<file path="src/assert_macros.svh">
// Assertion macros shared by the accumulator and decision modules of the silence segmenter.
`ifndef ASSERT_MACROS_SVH
`define ASSERT_MACROS_SVH

// Same-cycle implication, disabled while reset is held.
`define ASSERT_IMPL(label, clk, rst_n, cond, expr) \
    label: assert property (@(posedge clk) disable iff (!rst_n) (cond) |-> (expr)) \
        else $error("assertion failed");

// Next-cycle implication, disabled while reset is held.
`define ASSERT_NEXT(label, clk, rst_n, cond, expr) \
    label: assert property (@(posedge clk) disable iff (!rst_n) (cond) |=> (expr)) \
        else $error("assertion failed");

`endif

</file>
<file path="src/rss_pkg.sv">
// Types and constants shared by the RMS silence segmenter modules.
package rss_pkg;

    localparam int SAMPLE_W = 32;
    localparam int SQ_W     = 33;
    localparam int ENERGY_W = 48;
    localparam int THR_W    = 17;
    localparam int TSQ_W    = 34;
    localparam int RUN_W    = 17;
    localparam int SEG_W    = 16;
    localparam int FMT_W    = 2;
    localparam int CFG_IDX_W  = 2;
    localparam int CFG_DATA_W = 17;

    // Sample formats
    localparam logic [FMT_W-1:0] FMT_S16 = 2'd0;
    localparam logic [FMT_W-1:0] FMT_S32 = 2'd1;

    // Configuration register indexes
    localparam logic [CFG_IDX_W-1:0] CFG_SAMPLE_FORMAT     = 2'd0;
    localparam logic [CFG_IDX_W-1:0] CFG_SILENCE_THRESHOLD = 2'd1;
    localparam logic [CFG_IDX_W-1:0] CFG_MIN_SILENT_FRAMES = 2'd2;

    localparam logic [THR_W-1:0] THR_UNITY = 17'd65536;

    typedef struct packed {
        logic signed [SAMPLE_W-1:0] sample;
        logic                       has_sample;
        logic                       frame_end;
        logic                       stream_end;
    } in_t;

    typedef struct packed {
        logic             frame_silent;
        logic             close_segment;
        logic [SEG_W-1:0] frames_in_segment;
    } out_t;

    // Configuration as held by the block, with the threshold already squared.
    typedef struct packed {
        logic [FMT_W-1:0] fmt;
        logic [TSQ_W-1:0] thr_sq;
        logic             thr_big;
        logic             thr_nz;
        logic [SEG_W-1:0] min_silent;
    } cfg_t;

    typedef struct packed {
        logic [SQ_W-1:0] sq;
        logic            has_sample;
        logic            frame_end;
        logic            stream_end;
    } sq_item_t;

    // Summary of a finished frame, handed from the accumulator to the decision stage.
    typedef struct packed {
        logic [ENERGY_W-1:0] energy;
        logic                empty;
        logic                stream_end;
    } frame_t;

endpackage

</file>
<file path="src/rss_square.sv">
// Input register and squaring stage: normalises each sample to the energy unit.
module rss_square (
    input  logic             clk,
    input  logic             rst_n,
    input  rss_pkg::cfg_t    cfg,
    input  logic             in_valid,
    output logic             in_ready,
    input  rss_pkg::in_t     in_data,
    output logic             sq_valid,
    input  logic             sq_ready,
    output rss_pkg::sq_item_t sq_item
);

    logic              a_valid_reg, a_valid_next;
    rss_pkg::in_t      a_data_reg;
    logic              b_valid_reg, b_valid_next;
    rss_pkg::sq_item_t b_data_reg, b_data_next;

    logic        b_free;
    logic        a_move;
    logic [31:0] ext;
    logic [31:0] mag;
    logic [63:0] prod;

    assign b_free   = !b_valid_reg || sq_ready;
    assign a_move   = a_valid_reg && b_free;
    assign in_ready = !a_valid_reg || a_move;
    assign sq_valid = b_valid_reg;
    assign sq_item  = b_data_reg;

    always_comb
    begin
        if (cfg.fmt == rss_pkg::FMT_S16)
        begin
            ext = {{16{a_data_reg.sample[15]}}, a_data_reg.sample[15:0]};
        end
        else
        begin
            ext = a_data_reg.sample;
        end
        mag  = ext[31] ? (32'd0 - ext) : ext;
        prod = {32'd0, mag} * {32'd0, mag};

        b_data_next.has_sample = a_data_reg.has_sample;
        b_data_next.frame_end  = a_data_reg.frame_end;
        b_data_next.stream_end = a_data_reg.stream_end;
        case (cfg.fmt)
            rss_pkg::FMT_S16: b_data_next.sq = {prod[30:0], 2'b00};
            rss_pkg::FMT_S32: b_data_next.sq = prod[62:30];
            default:          b_data_next.sq = '0;
        endcase
    end

    always_comb
    begin
        a_valid_next = a_valid_reg;
        if (in_valid && in_ready)
        begin
            a_valid_next = 1'b1;
        end
        else if (a_move)
        begin
            a_valid_next = 1'b0;
        end

        b_valid_next = b_valid_reg;
        if (a_move)
        begin
            b_valid_next = 1'b1;
        end
        else if (b_valid_reg && sq_ready)
        begin
            b_valid_next = 1'b0;
        end
    end

    always_ff @(posedge clk or negedge rst_n)
    begin
        if (!rst_n)
        begin
            a_valid_reg <= 1'b0;
            b_valid_reg <= 1'b0;
        end
        else
        begin
            a_valid_reg <= a_valid_next;
            b_valid_reg <= b_valid_next;
        end
    end

    always_ff @(posedge clk)
    begin
        if (in_valid && in_ready)
        begin
            a_data_reg <= in_data;
        end
        if (a_move)
        begin
            b_data_reg <= b_data_next;
        end
    end

endmodule

</file>
<file path="src/rss_accum.sv">
// Frame accumulator: saturating energy sum, sample count and threshold budget.
`include "assert_macros.svh"

module rss_accum #(
    parameter int MAX_FRAME_SAMPLES = 4096,
    parameter int CNT_W             = 13,
    parameter int LIM_W             = 47
) (
    input  logic              clk,
    input  logic              rst_n,
    input  rss_pkg::cfg_t     cfg,
    input  logic              sq_valid,
    output logic              sq_ready,
    input  rss_pkg::sq_item_t sq_item,
    output logic              frame_valid,
    input  logic              frame_ready,
    output rss_pkg::frame_t   frame,
    output logic [LIM_W-1:0]  frame_budget
);

    localparam logic [CNT_W-1:0] CNT_MAX = CNT_W'(MAX_FRAME_SAMPLES);

    logic [rss_pkg::ENERGY_W-1:0] energy_reg, energy_next;
    logic [CNT_W-1:0]             count_reg, count_next;
    logic [LIM_W-1:0]             limit_reg, limit_next;

    logic                         take;
    logic                         consume;
    logic [rss_pkg::ENERGY_W:0]   sum_wide;
    logic [rss_pkg::ENERGY_W-1:0] energy_upd;
    logic [CNT_W-1:0]             count_upd;
    logic [LIM_W-1:0]             limit_upd;

    // The threshold budget grows by t*t per counted sample, so at frame end
    // it equals t*t*count without a multiplier.
    always_comb
    begin
        take     = sq_item.has_sample && (count_reg < CNT_MAX);
        sum_wide = {1'b0, energy_reg} + {{(rss_pkg::ENERGY_W + 1 - rss_pkg::SQ_W){1'b0}},
                                         sq_item.sq};
        if (!take)
        begin
            energy_upd = energy_reg;
        end
        else if (sum_wide[rss_pkg::ENERGY_W])
        begin
            energy_upd = '1;
        end
        else
        begin
            energy_upd = sum_wide[rss_pkg::ENERGY_W-1:0];
        end
        count_upd = count_reg + CNT_W'(take);
        limit_upd = take ? (limit_reg + LIM_W'(cfg.thr_sq)) : limit_reg;
    end

    assign sq_ready          = !sq_item.frame_end || frame_ready;
    assign consume           = sq_valid && sq_ready;
    assign frame_valid       = sq_valid && sq_item.frame_end;
    assign frame.energy      = energy_upd;
    assign frame.empty       = (count_upd == '0);
    assign frame.stream_end  = sq_item.stream_end;
    assign frame_budget      = limit_upd;

    always_comb
    begin
        energy_next = energy_reg;
        count_next  = count_reg;
        limit_next  = limit_reg;
        if (consume)
        begin
            if (sq_item.frame_end)
            begin
                energy_next = '0;
                count_next  = '0;
                limit_next  = '0;
            end
            else
            begin
                energy_next = energy_upd;
                count_next  = count_upd;
                limit_next  = limit_upd;
            end
        end
    end

    always_ff @(posedge clk or negedge rst_n)
    begin
        if (!rst_n)
        begin
            energy_reg <= '0;
            count_reg  <= '0;
            limit_reg  <= '0;
        end
        else
        begin
            energy_reg <= energy_next;
            count_reg  <= count_next;
            limit_reg  <= limit_next;
        end
    end

    `ASSERT_IMPL(a_count_bounded, clk, rst_n, 1'b1, count_reg <= CNT_MAX)
    `ASSERT_IMPL(a_empty_no_energy, clk, rst_n, frame_valid && frame.empty, frame.energy == '0)

endmodule

</file>
<file path="src/rss_decide.sv">
// Silence decision, run and segment counters, and the result register.
`include "assert_macros.svh"

module rss_decide #(
    parameter int LIM_W = 47
) (
    input  logic             clk,
    input  logic             rst_n,
    input  rss_pkg::cfg_t    cfg,
    input  logic             frame_valid,
    output logic             frame_ready,
    input  rss_pkg::frame_t  frame,
    input  logic [LIM_W-1:0] frame_budget,
    output logic             out_valid,
    input  logic             out_ready,
    output rss_pkg::out_t    out_data
);

    localparam int CMP_W = (LIM_W > rss_pkg::ENERGY_W) ? LIM_W : rss_pkg::ENERGY_W;

    logic                      c_valid_reg, c_valid_next;
    rss_pkg::frame_t           c_frame_reg;
    logic [LIM_W-1:0]          c_limit_reg;
    logic [rss_pkg::RUN_W-1:0] run_reg, run_next;
    logic [rss_pkg::SEG_W-1:0] seg_reg, seg_next;
    logic                      out_valid_reg, out_valid_next;
    rss_pkg::out_t             out_data_reg, out_data_next;

    logic                      free_out;
    logic                      c_move;
    logic                      c_load;
    logic                      unhandled;
    logic                      silent;
    logic                      close;
    logic [rss_pkg::RUN_W-1:0] run_upd;
    logic [rss_pkg::SEG_W-1:0] seg_upd;

    assign free_out    = !out_valid_reg || out_ready;
    assign c_move      = c_valid_reg && free_out;
    assign frame_ready = !c_valid_reg || c_move;
    assign c_load      = frame_valid && frame_ready;
    assign out_valid   = out_valid_reg;
    assign out_data    = out_data_reg;

    always_comb
    begin
        unhandled = !(cfg.fmt inside {rss_pkg::FMT_S16, rss_pkg::FMT_S32});
        if (unhandled)
        begin
            // An unhandled format counts as full-scale RMS.
            silent = cfg.thr_big;
        end
        else if (c_frame_reg.empty)
        begin
            silent = cfg.thr_nz;
        end
        else
        begin
            silent = CMP_W'(c_frame_reg.energy) < CMP_W'(c_limit_reg);
        end

        if (!silent)
        begin
            run_upd = '0;
        end
        else if (run_reg == '1)
        begin
            run_upd = run_reg;
        end
        else
        begin
            run_upd = run_reg + 1'b1;
        end

        seg_upd = (seg_reg == '1) ? seg_reg : (seg_reg + 1'b1);
        close   = (run_upd == {1'b0, cfg.min_silent}) || c_frame_reg.stream_end;

        out_data_next.frame_silent      = silent;
        out_data_next.close_segment     = close;
        out_data_next.frames_in_segment = seg_upd;
    end

    always_comb
    begin
        c_valid_next   = c_valid_reg;
        run_next       = run_reg;
        seg_next       = seg_reg;
        out_valid_next = out_valid_reg;

        if (c_load)
        begin
            c_valid_next = 1'b1;
        end
        else if (c_move)
        begin
            c_valid_next = 1'b0;
        end

        if (c_move)
        begin
            run_next       = c_frame_reg.stream_end ? '0 : run_upd;
            seg_next       = close ? '0 : seg_upd;
            out_valid_next = 1'b1;
        end
        else if (out_ready)
        begin
            out_valid_next = 1'b0;
        end
    end

    always_ff @(posedge clk or negedge rst_n)
    begin
        if (!rst_n)
        begin
            c_valid_reg   <= 1'b0;
            run_reg       <= '0;
            seg_reg       <= '0;
            out_valid_reg <= 1'b0;
        end
        else
        begin
            c_valid_reg   <= c_valid_next;
            run_reg       <= run_next;
            seg_reg       <= seg_next;
            out_valid_reg <= out_valid_next;
        end
    end

    always_ff @(posedge clk)
    begin
        if (c_load)
        begin
            c_frame_reg <= frame;
            c_limit_reg <= frame_budget;
        end
        if (c_move)
        begin
            out_data_reg <= out_data_next;
        end
    end

    `ASSERT_IMPL(a_result_counts_frame, clk, rst_n, out_valid_reg, out_data_reg.frames_in_segment != '0)
    `ASSERT_IMPL(a_loud_clears_run, clk, rst_n, out_valid_reg && !out_data_reg.frame_silent, run_reg == '0)
    `ASSERT_NEXT(a_close_restarts, clk, rst_n, c_move && close, seg_reg == '0)

endmodule

</file>
<file path="src/rms_silence_segmenter.sv">
// RMS silence segmenter: top level with configuration registers.
//
// Takes one sample or frame-end mark per transfer and, for each frame-end
// transfer, returns one result: whether the frame's RMS fell below the
// threshold, whether the frame closes the current segment, and the segment's
// frame count so far. Items that do not end a frame produce no result. With
// the output side taking results freely, an item is accepted every cycle. A
// frame-end item passes the input register, the squared-sample register and
// the decision register, with the accumulator between the last two, before
// the decision logic loads the result register, which offers the frame's
// result. Each stage holds its own item, so the input keeps accepting while a
// result waits to be taken until the stages fill up. Configuration writes take
// effect at once and should be made while the block holds no item; writing
// the threshold squares it into a register there and then.
module rms_silence_segmenter #(
    parameter int MAX_FRAME_SAMPLES = 4096
) (
    input  logic                               clk,
    input  logic                               rst_n,
    input  logic                               cfg_we,
    input  logic [rss_pkg::CFG_IDX_W-1:0]      cfg_index,
    input  logic [rss_pkg::CFG_DATA_W-1:0]     cfg_data,
    input  logic                               in_valid,
    output logic                               in_ready,
    input  rss_pkg::in_t                       in_data,
    output logic                               out_valid,
    input  logic                               out_ready,
    output rss_pkg::out_t                      out_data
);

    localparam int CNT_W = $clog2(MAX_FRAME_SAMPLES + 1);
    localparam int LIM_W = rss_pkg::TSQ_W + CNT_W;

    rss_pkg::cfg_t     cfg_reg, cfg_next;
    logic              sq_valid;
    logic              sq_ready;
    rss_pkg::sq_item_t sq_item;
    logic              frame_valid;
    logic              frame_ready;
    rss_pkg::frame_t   frame;
    logic [LIM_W-1:0]  frame_budget;

    always_comb
    begin
        cfg_next = cfg_reg;
        if (cfg_we)
        begin
            case (cfg_index)
                rss_pkg::CFG_SAMPLE_FORMAT:
                begin
                    cfg_next.fmt = cfg_data[rss_pkg::FMT_W-1:0];
                end
                rss_pkg::CFG_SILENCE_THRESHOLD:
                begin
                    cfg_next.thr_sq  = {{(rss_pkg::TSQ_W - rss_pkg::THR_W){1'b0}}, cfg_data}
                                     * {{(rss_pkg::TSQ_W - rss_pkg::THR_W){1'b0}}, cfg_data};
                    cfg_next.thr_big = cfg_data > rss_pkg::THR_UNITY;
                    cfg_next.thr_nz  = cfg_data != '0;
                end
                rss_pkg::CFG_MIN_SILENT_FRAMES:
                begin
                    cfg_next.min_silent = cfg_data[rss_pkg::SEG_W-1:0];
                end
                default:
                begin
                    cfg_next = cfg_reg;
                end
            endcase
        end
    end

    always_ff @(posedge clk or negedge rst_n)
    begin
        if (!rst_n)
        begin
            cfg_reg.fmt        <= rss_pkg::FMT_S16;
            cfg_reg.thr_sq     <= '0;
            cfg_reg.thr_big    <= 1'b0;
            cfg_reg.thr_nz     <= 1'b0;
            cfg_reg.min_silent <= rss_pkg::SEG_W'(1);
        end
        else
        begin
            cfg_reg <= cfg_next;
        end
    end

    rss_square u_square (
        .clk      (clk),
        .rst_n    (rst_n),
        .cfg      (cfg_reg),
        .in_valid (in_valid),
        .in_ready (in_ready),
        .in_data  (in_data),
        .sq_valid (sq_valid),
        .sq_ready (sq_ready),
        .sq_item  (sq_item)
    );

    rss_accum #(
        .MAX_FRAME_SAMPLES (MAX_FRAME_SAMPLES),
        .CNT_W             (CNT_W),
        .LIM_W             (LIM_W)
    ) u_accum (
        .clk          (clk),
        .rst_n        (rst_n),
        .cfg          (cfg_reg),
        .sq_valid     (sq_valid),
        .sq_ready     (sq_ready),
        .sq_item      (sq_item),
        .frame_valid  (frame_valid),
        .frame_ready  (frame_ready),
        .frame        (frame),
        .frame_budget (frame_budget)
    );

    rss_decide #(
        .LIM_W (LIM_W)
    ) u_decide (
        .clk          (clk),
        .rst_n        (rst_n),
        .cfg          (cfg_reg),
        .frame_valid  (frame_valid),
        .frame_ready  (frame_ready),
        .frame        (frame),
        .frame_budget (frame_budget),
        .out_valid    (out_valid),
        .out_ready    (out_ready),
        .out_data     (out_data)
    );

endmodule
</file>
<file path="config.mk">
export PLATFORM = sky130hd
export DESIGN_NAME = rms_silence_segmenter
export DESIGN_NICKNAME = d
export VERILOG_FILES = /design/src/rss_pkg.sv /design/src/rss_square.sv /design/src/rss_accum.sv /design/src/rss_decide.sv /design/src/rms_silence_segmenter.sv
export VERILOG_INCLUDE_DIRS = /design/src /design/src/src
export SDC_FILE = /design/constraint.sdc
export NUM_CORES = 2
export LEC_CHECK = 0
export BUFFER_PORTS_ARGS = -buffer_cell sky130_fd_sc_hd__buf_2
export CAP_MARGIN = 20
export CORE_ASPECT_RATIO = 0.6
export CORE_UTILIZATION = 60
export DETAILED_ROUTE_END_ITERATION = 16
export PLACE_DENSITY = 0.79
export SYNTH_ARGS = -nofsm -noshare
export SYNTH_HDL_FRONTEND = slang
export SYNTH_SLANG_ARGS = --single-unit
</file>
<file path="constraint.sdc">
create_clock -name clk -period 9.65 [get_ports clk]
set_input_delay 0.4825 -clock clk [delete_from_list [all_inputs] [get_ports clk]]
set_output_delay 0.4825 -clock clk [all_outputs]
set_load 0.005 [all_outputs]
</file>
== Word-level counts from Yosys, hierarchy flattened ==
Cells that the tools add are included.

* $lt $le $gt $ge: 3
* Equal/unequal tests: 6
* Multiply operators: 2
* Multiplexer cells: 24
* Add/sub/neg operators: 6
* Reductions and logical operators: 30

{| class="wikitable"
|+ Operators by type and width
! operator !! number
|-
| 48-bit 2-to-1 mux || 3
|-
| 47-bit 2-to-1 mux || 2
|-
| 33-bit one-hot mux with 2 select lines || 1
|-
| 32-bit 2-to-1 mux || 2
|-
| 32-bit by 32-bit multiplier with 63-bit output || 1
|-
| 17-bit 2-to-1 mux || 3
|-
| 48-bit by 33-bit adder with 49-bit output || 1
|-
| 48-bit by 47-bit < comparator with 1-bit output || 1
|-
| 47-bit by 34-bit adder with 47-bit output || 1
|-
| 17-bit by 17-bit multiplier with 34-bit output || 1
|-
| 16-bit 2-to-1 mux || 2
|-
| 1-bit by 32-bit subtractor with 32-bit output (first input constant) || 1
|-
| 17-bit by 1-bit adder with 17-bit output (second input constant) || 1
|-
| 17-bit by 16-bit equality test with 1-bit output || 1
|-
| 17-bit equality test (second input constant) || 1
|-
| 17-bit > comparator (second input constant) || 1
|-
| 17-bit nonzero test || 1
|-
| 16-bit by 1-bit adder with 16-bit output (second input constant) || 1
|-
| 16-bit equality test (second input constant) || 1
|-
| 13-bit by 1-bit adder with 13-bit output || 1
|-
| 13-bit zero test || 1
|-
| 13-bit < comparator (second input constant) || 1
|-
| 13-bit 2-to-1 mux || 1
|-
| 1-bit 2-to-1 mux || 10
|-
| 8 further kinds || 31
|}

* Register bits: 385
* Word-level logic and storage cells: 100

== Longest topological paths before layout ==
* Depth in word-level cells: 10
* Gate-level depth with buffers: 42

== By module ==
Synthesis repeated with hierarchy kept, for this count alone.

* Cells, all modules: 6,498
* Area total of the unflattened synthesis: 60,157.7 µm²

{| class="wikitable"
|+ By module, submodules not included
! module !! seq. area each (µm²) !! times used !! cells each !! area an instance (µm²)
|-
| rss_square || 2,182.1 || 1 || 3,437 || 32,152.1
|-
| rms_silence_segmenter || 1,327.5 || 1 || 1,147 || 10,480.1
|-
| rss_accum || 2,702.6 || 1 || 1,285 || 10,134.7
|-
| rss_decide || 4,329.2 || 1 || 629 || 7,390.8
|}

== Worst setup path after synthesis ==
No wires, ideal clock.

* Kind: register to register
* From: register u_square.a_data_reg[3] in the netlist's numbering
* To: register u_square.b_data_reg, in the netlist u_square.sq_item[35], data pin
* Library setup time: 259 ps
* Slack: -700 ps
* Period minus slack after synthesis: 10,350 ps
* Arrival time: 10,091 ps
* Stages on the path, launching flop included: 42
* Cell sequence: edfxtp_1 > inv_1 > clkbuf_1 > clkbuf_1 > ha_1 > or4b_2 > nor2_1 > nand3_1 > nor2_1 > nand2_1 > o31ai_1 > xor2_1 > or2_2 > clkbuf_1 > inv_2 > clkbuf_1 > nand2_1 > fa_1 > (+6 left out) > fa_1 > fa_1 > fa_1 > inv_1 > fa_1 > inv_1 > ha_1 > clkbuf_1 > a21o_1 > a21o_1 > a21oi_1 > o21ai_0 > a211o_1 > a211oi_1 > nor2_1 > nor3b_1 > nor4b_1 > a211o_1

{| class="wikitable"
|+ RTL lines
! what !! line !! RTL
|-
| start: declaration || rss_square.sv:15 || <nowiki>rss_pkg::in_t a_data_reg;</nowiki>
|-
| start signal: assignment || rss_square.sv:95 || <nowiki>a_data_reg <= in_data;</nowiki>
|-
| end signal: assignment || rss_square.sv:99 || <nowiki>b_data_reg <= b_data_next;</nowiki>
|-
| end: declaration || rss_square.sv:17 || <nowiki>rss_pkg::sq_item_t b_data_reg, b_data_next;</nowiki>
|}

==> impl_results.md <==
* Die Wd at 404 um
* Synth cell count leaders: inv_1, fa_1, nand2_1
* Max reg flops at 53
* Async set or reset register ratio after synthesis at 51.6%
* Largest area contributor in the netlist: fa_1
* RSZ-0062 raised after global routing: yes
* Max-slew violations at 0
* EDFF count, synth at ~190
* Top-area cell type share of the netlist area at between 30% and 40%
* Via/cell ratio at approximately 5.8
* Run status: complete, but fails checks
* Layout Nets at 8102
* Register bit total from synthesis at between 300 and 400
* Synthesized area per cell at around 9.4 um^2
* Crit path max-delay family: adder cells
* CTS root buffer: clkbuf_16
* GRT Total Usage at approximately 36%
* Element type at the critical path end: register
* Initial antenna violation count at 2
* HPWL after DPL at about 140000 um
* Ys flop type: dfrtp_1
* Via count at around 46000
* CP max FO at 4
* Worst endpoint required time at ~10000 ps
* Most common cell in the netlist: inv_1
* IO Port Bufs at slightly below 80
* CTS Sinks at 384
* Worst endpoint data arrival time at 10160 ps
* Yosys warnings at 0
* Setup TNS at -1120 ps
* Global-route wire length before repair at 269000 um
* Largest net degree at the start of global routing at slightly below 80
* Part of the cycle the worst path needs at 102%
* Vias in the first global route at 47000
* Worst skew pair latency at 610 ps
* Cells after Synth at approximately 6200
* WS Path Type: reg2reg
* Initial core utilization at 61.2%
* Die Span Y at ~240 um
* Rel. slew slack at 20.0%
* Layout Cells excl Fill at between 7000 and 8000
* Area of the multi-input gates at 43000 um^2
* Worst setup margin at -199 ps
* IO Pins at slightly below 80
* Area Growth Syn to Fin at 13.1%
* DRT iter0 DRCs at approximately 5000
* Slew @ Worst Pin at around 1200 ps
* GRT Residual Overflow at 0
* Largest stage delay, worst path at roughly 560 ps
* Full die area at roughly 98000 um^2
* DRC at 0
* Max Clock Freq at between 100 and 150 MHz
* Distinct cells, synth at 90
* Hold Crit Class: in2reg
* Drt first pass iters at 8
* Share of layout cells above drive strength 1 at ~14%
* Buffers & Inverters on Critical Path at 7
* Clock tree buffer depth at 3
* Worst-path clk slew at 60 ps
* Gpl congestion at roughly 1.0
* Worst Clk Skew at 37.1 ps
* Register area share after synthesis at 18.2%
* Failing checks: setup timing
* Diode count at 0
* TritonCTS Buffers at 39
* Mapped cell area at between 50000 and 60000 um^2
* CTS tree: done
* Detailed Route WL at ~170000 um
* FF+latch area at approximately 11000 um^2
* Synth top area cells: fa_1, ha_1, edfxtp_1, dfrtp_1, inv_1
* Critical path startpoint category: register
* Num rows at 87
* Fillcell total at 7204
* Final Hold Viols at 0
* Crit path max-delay cell type: fa_1
* DRT antenna net count at 0
* Core area at between 90000 and 100000 um^2
* Max-Cap Viols at 0
* Placed cell count at roughly 7700
* Final Setup Violations at 11
* Tmin final at 9850 ps
* H-tree depth at 2
* DR WL/cell at around 22 um
==> stage by stage <==
stage / area [um^2] / utilization (%) / setup slack, ps / hold WS (ps)
2_1_floorplan: 58200 / - / 18.9 / 187
3_3_place_gp: 62700 / 66.0 / -356 / 401
3_5_place_dp: 62700 / 66.0 / -522 / 406
4_1_cts: 64500 / 68.0 / -15.3 / 31.6
5_1_grt: 65700 / 69.2 / -358 / 38.0
6_report: 65700 / 69.2 / -199 / 58.6
==> layer usage <==
metal / global-route usage (%) / routed length (um)
met3: 13.5 / 25000
met5: 1.51 / 205
met4: 5.80 / 3120
met1: 56.1 / 76100
met2: 46.7 / 65600
==> cells in the final DEF, fill, tap and decap left out, types with 30 or more instances in the layout <==
master	n
a21o_1	125
ha_1	476
a31oi_1	30
buf_2	77
clkbuf_16	39
dfrtp_1	197
nor3_1	47
fa_1	965
a21oi_1	194
o21ai_0	202
and3_1	31
and2_1	75
buf_4	416
nand3_1	81
nand2_1	602
nand4_1	35
xor2_1	104
o22a_1	32
xnor2_1	129
a22o_1	64
nor2_2	31
inv_1	1298
edfxtp_1	186
nor2_1	406
==> worst paths after layout <==
| check | depth (start not counted) | start | slack [ps] | end |
|---|---|---|---|---|
| setup / recovery | 34 | u_square.a_data_reg[11] | -200 | u_square.sq_item[33] |
| hold / removal | 1 | in_data[7] | 60 | u_square.a_data_reg[7] |
| setup reg to reg | 34 | u_square.a_data_reg[11] | -200 | u_square.sq_item[33] |
| hold reg to reg | 0 | u_square.a_data_reg[2] | 430 | u_square.sq_item[2] |
| max in group asynchronous | 4 | rst_n | 7000 | u_accum.energy_reg[18] |
| min in group asynchronous | 2 | rst_n | 470 | u_decide.seg_reg[2] |
==> kinds of logic (layout without fill, tap and decap cells) <==
logic type | after synthesis | count (layout) | share of synthesized area [%]
buffers and inverters | 1548 | 1940 | 10.1
AND/OR/NAND/NOR | 1500 | 1500 | 11.5
adder cells (fa/ha/maj) | 1494 | 1494 | 45.0
AO/OA/AOI/OAI | 943 | 943 | 10.7
flip-flops | 384 | 384 | 18.2
XOR/XNOR | 250 | 250 | 3.77
multiplexers | 43 | 43 | 0.791
other | 2 | 26 | 0.0129
==> area by class of cell <==
class,count,share of cell area [%]
Timing Repair Buffer,539,6.35
Tap cell,1290,2.46
Sequential cell,384,16.1
Clock inverter,25,0.438
Clock buffer,47,1.56
Inverter,1329,7.66
Multi-Input combinational cell,4256,65.5
==> what timing repair did <==
item | in CTS | in global routing
buffers inserted | 23 | 33
endpoints found under the setup margin | 26 | 31
endpoints found under the hold margin | 75 | 0
hold buffers | 1 | 0
gates cloned | 0 | 0
pin swaps | 75 | 97
resized for setup | 131 | 190
Power is left out: the tool's default activity adds up to more than one toggle a clock period on the data nets, which glitch-free logic cannot reach.
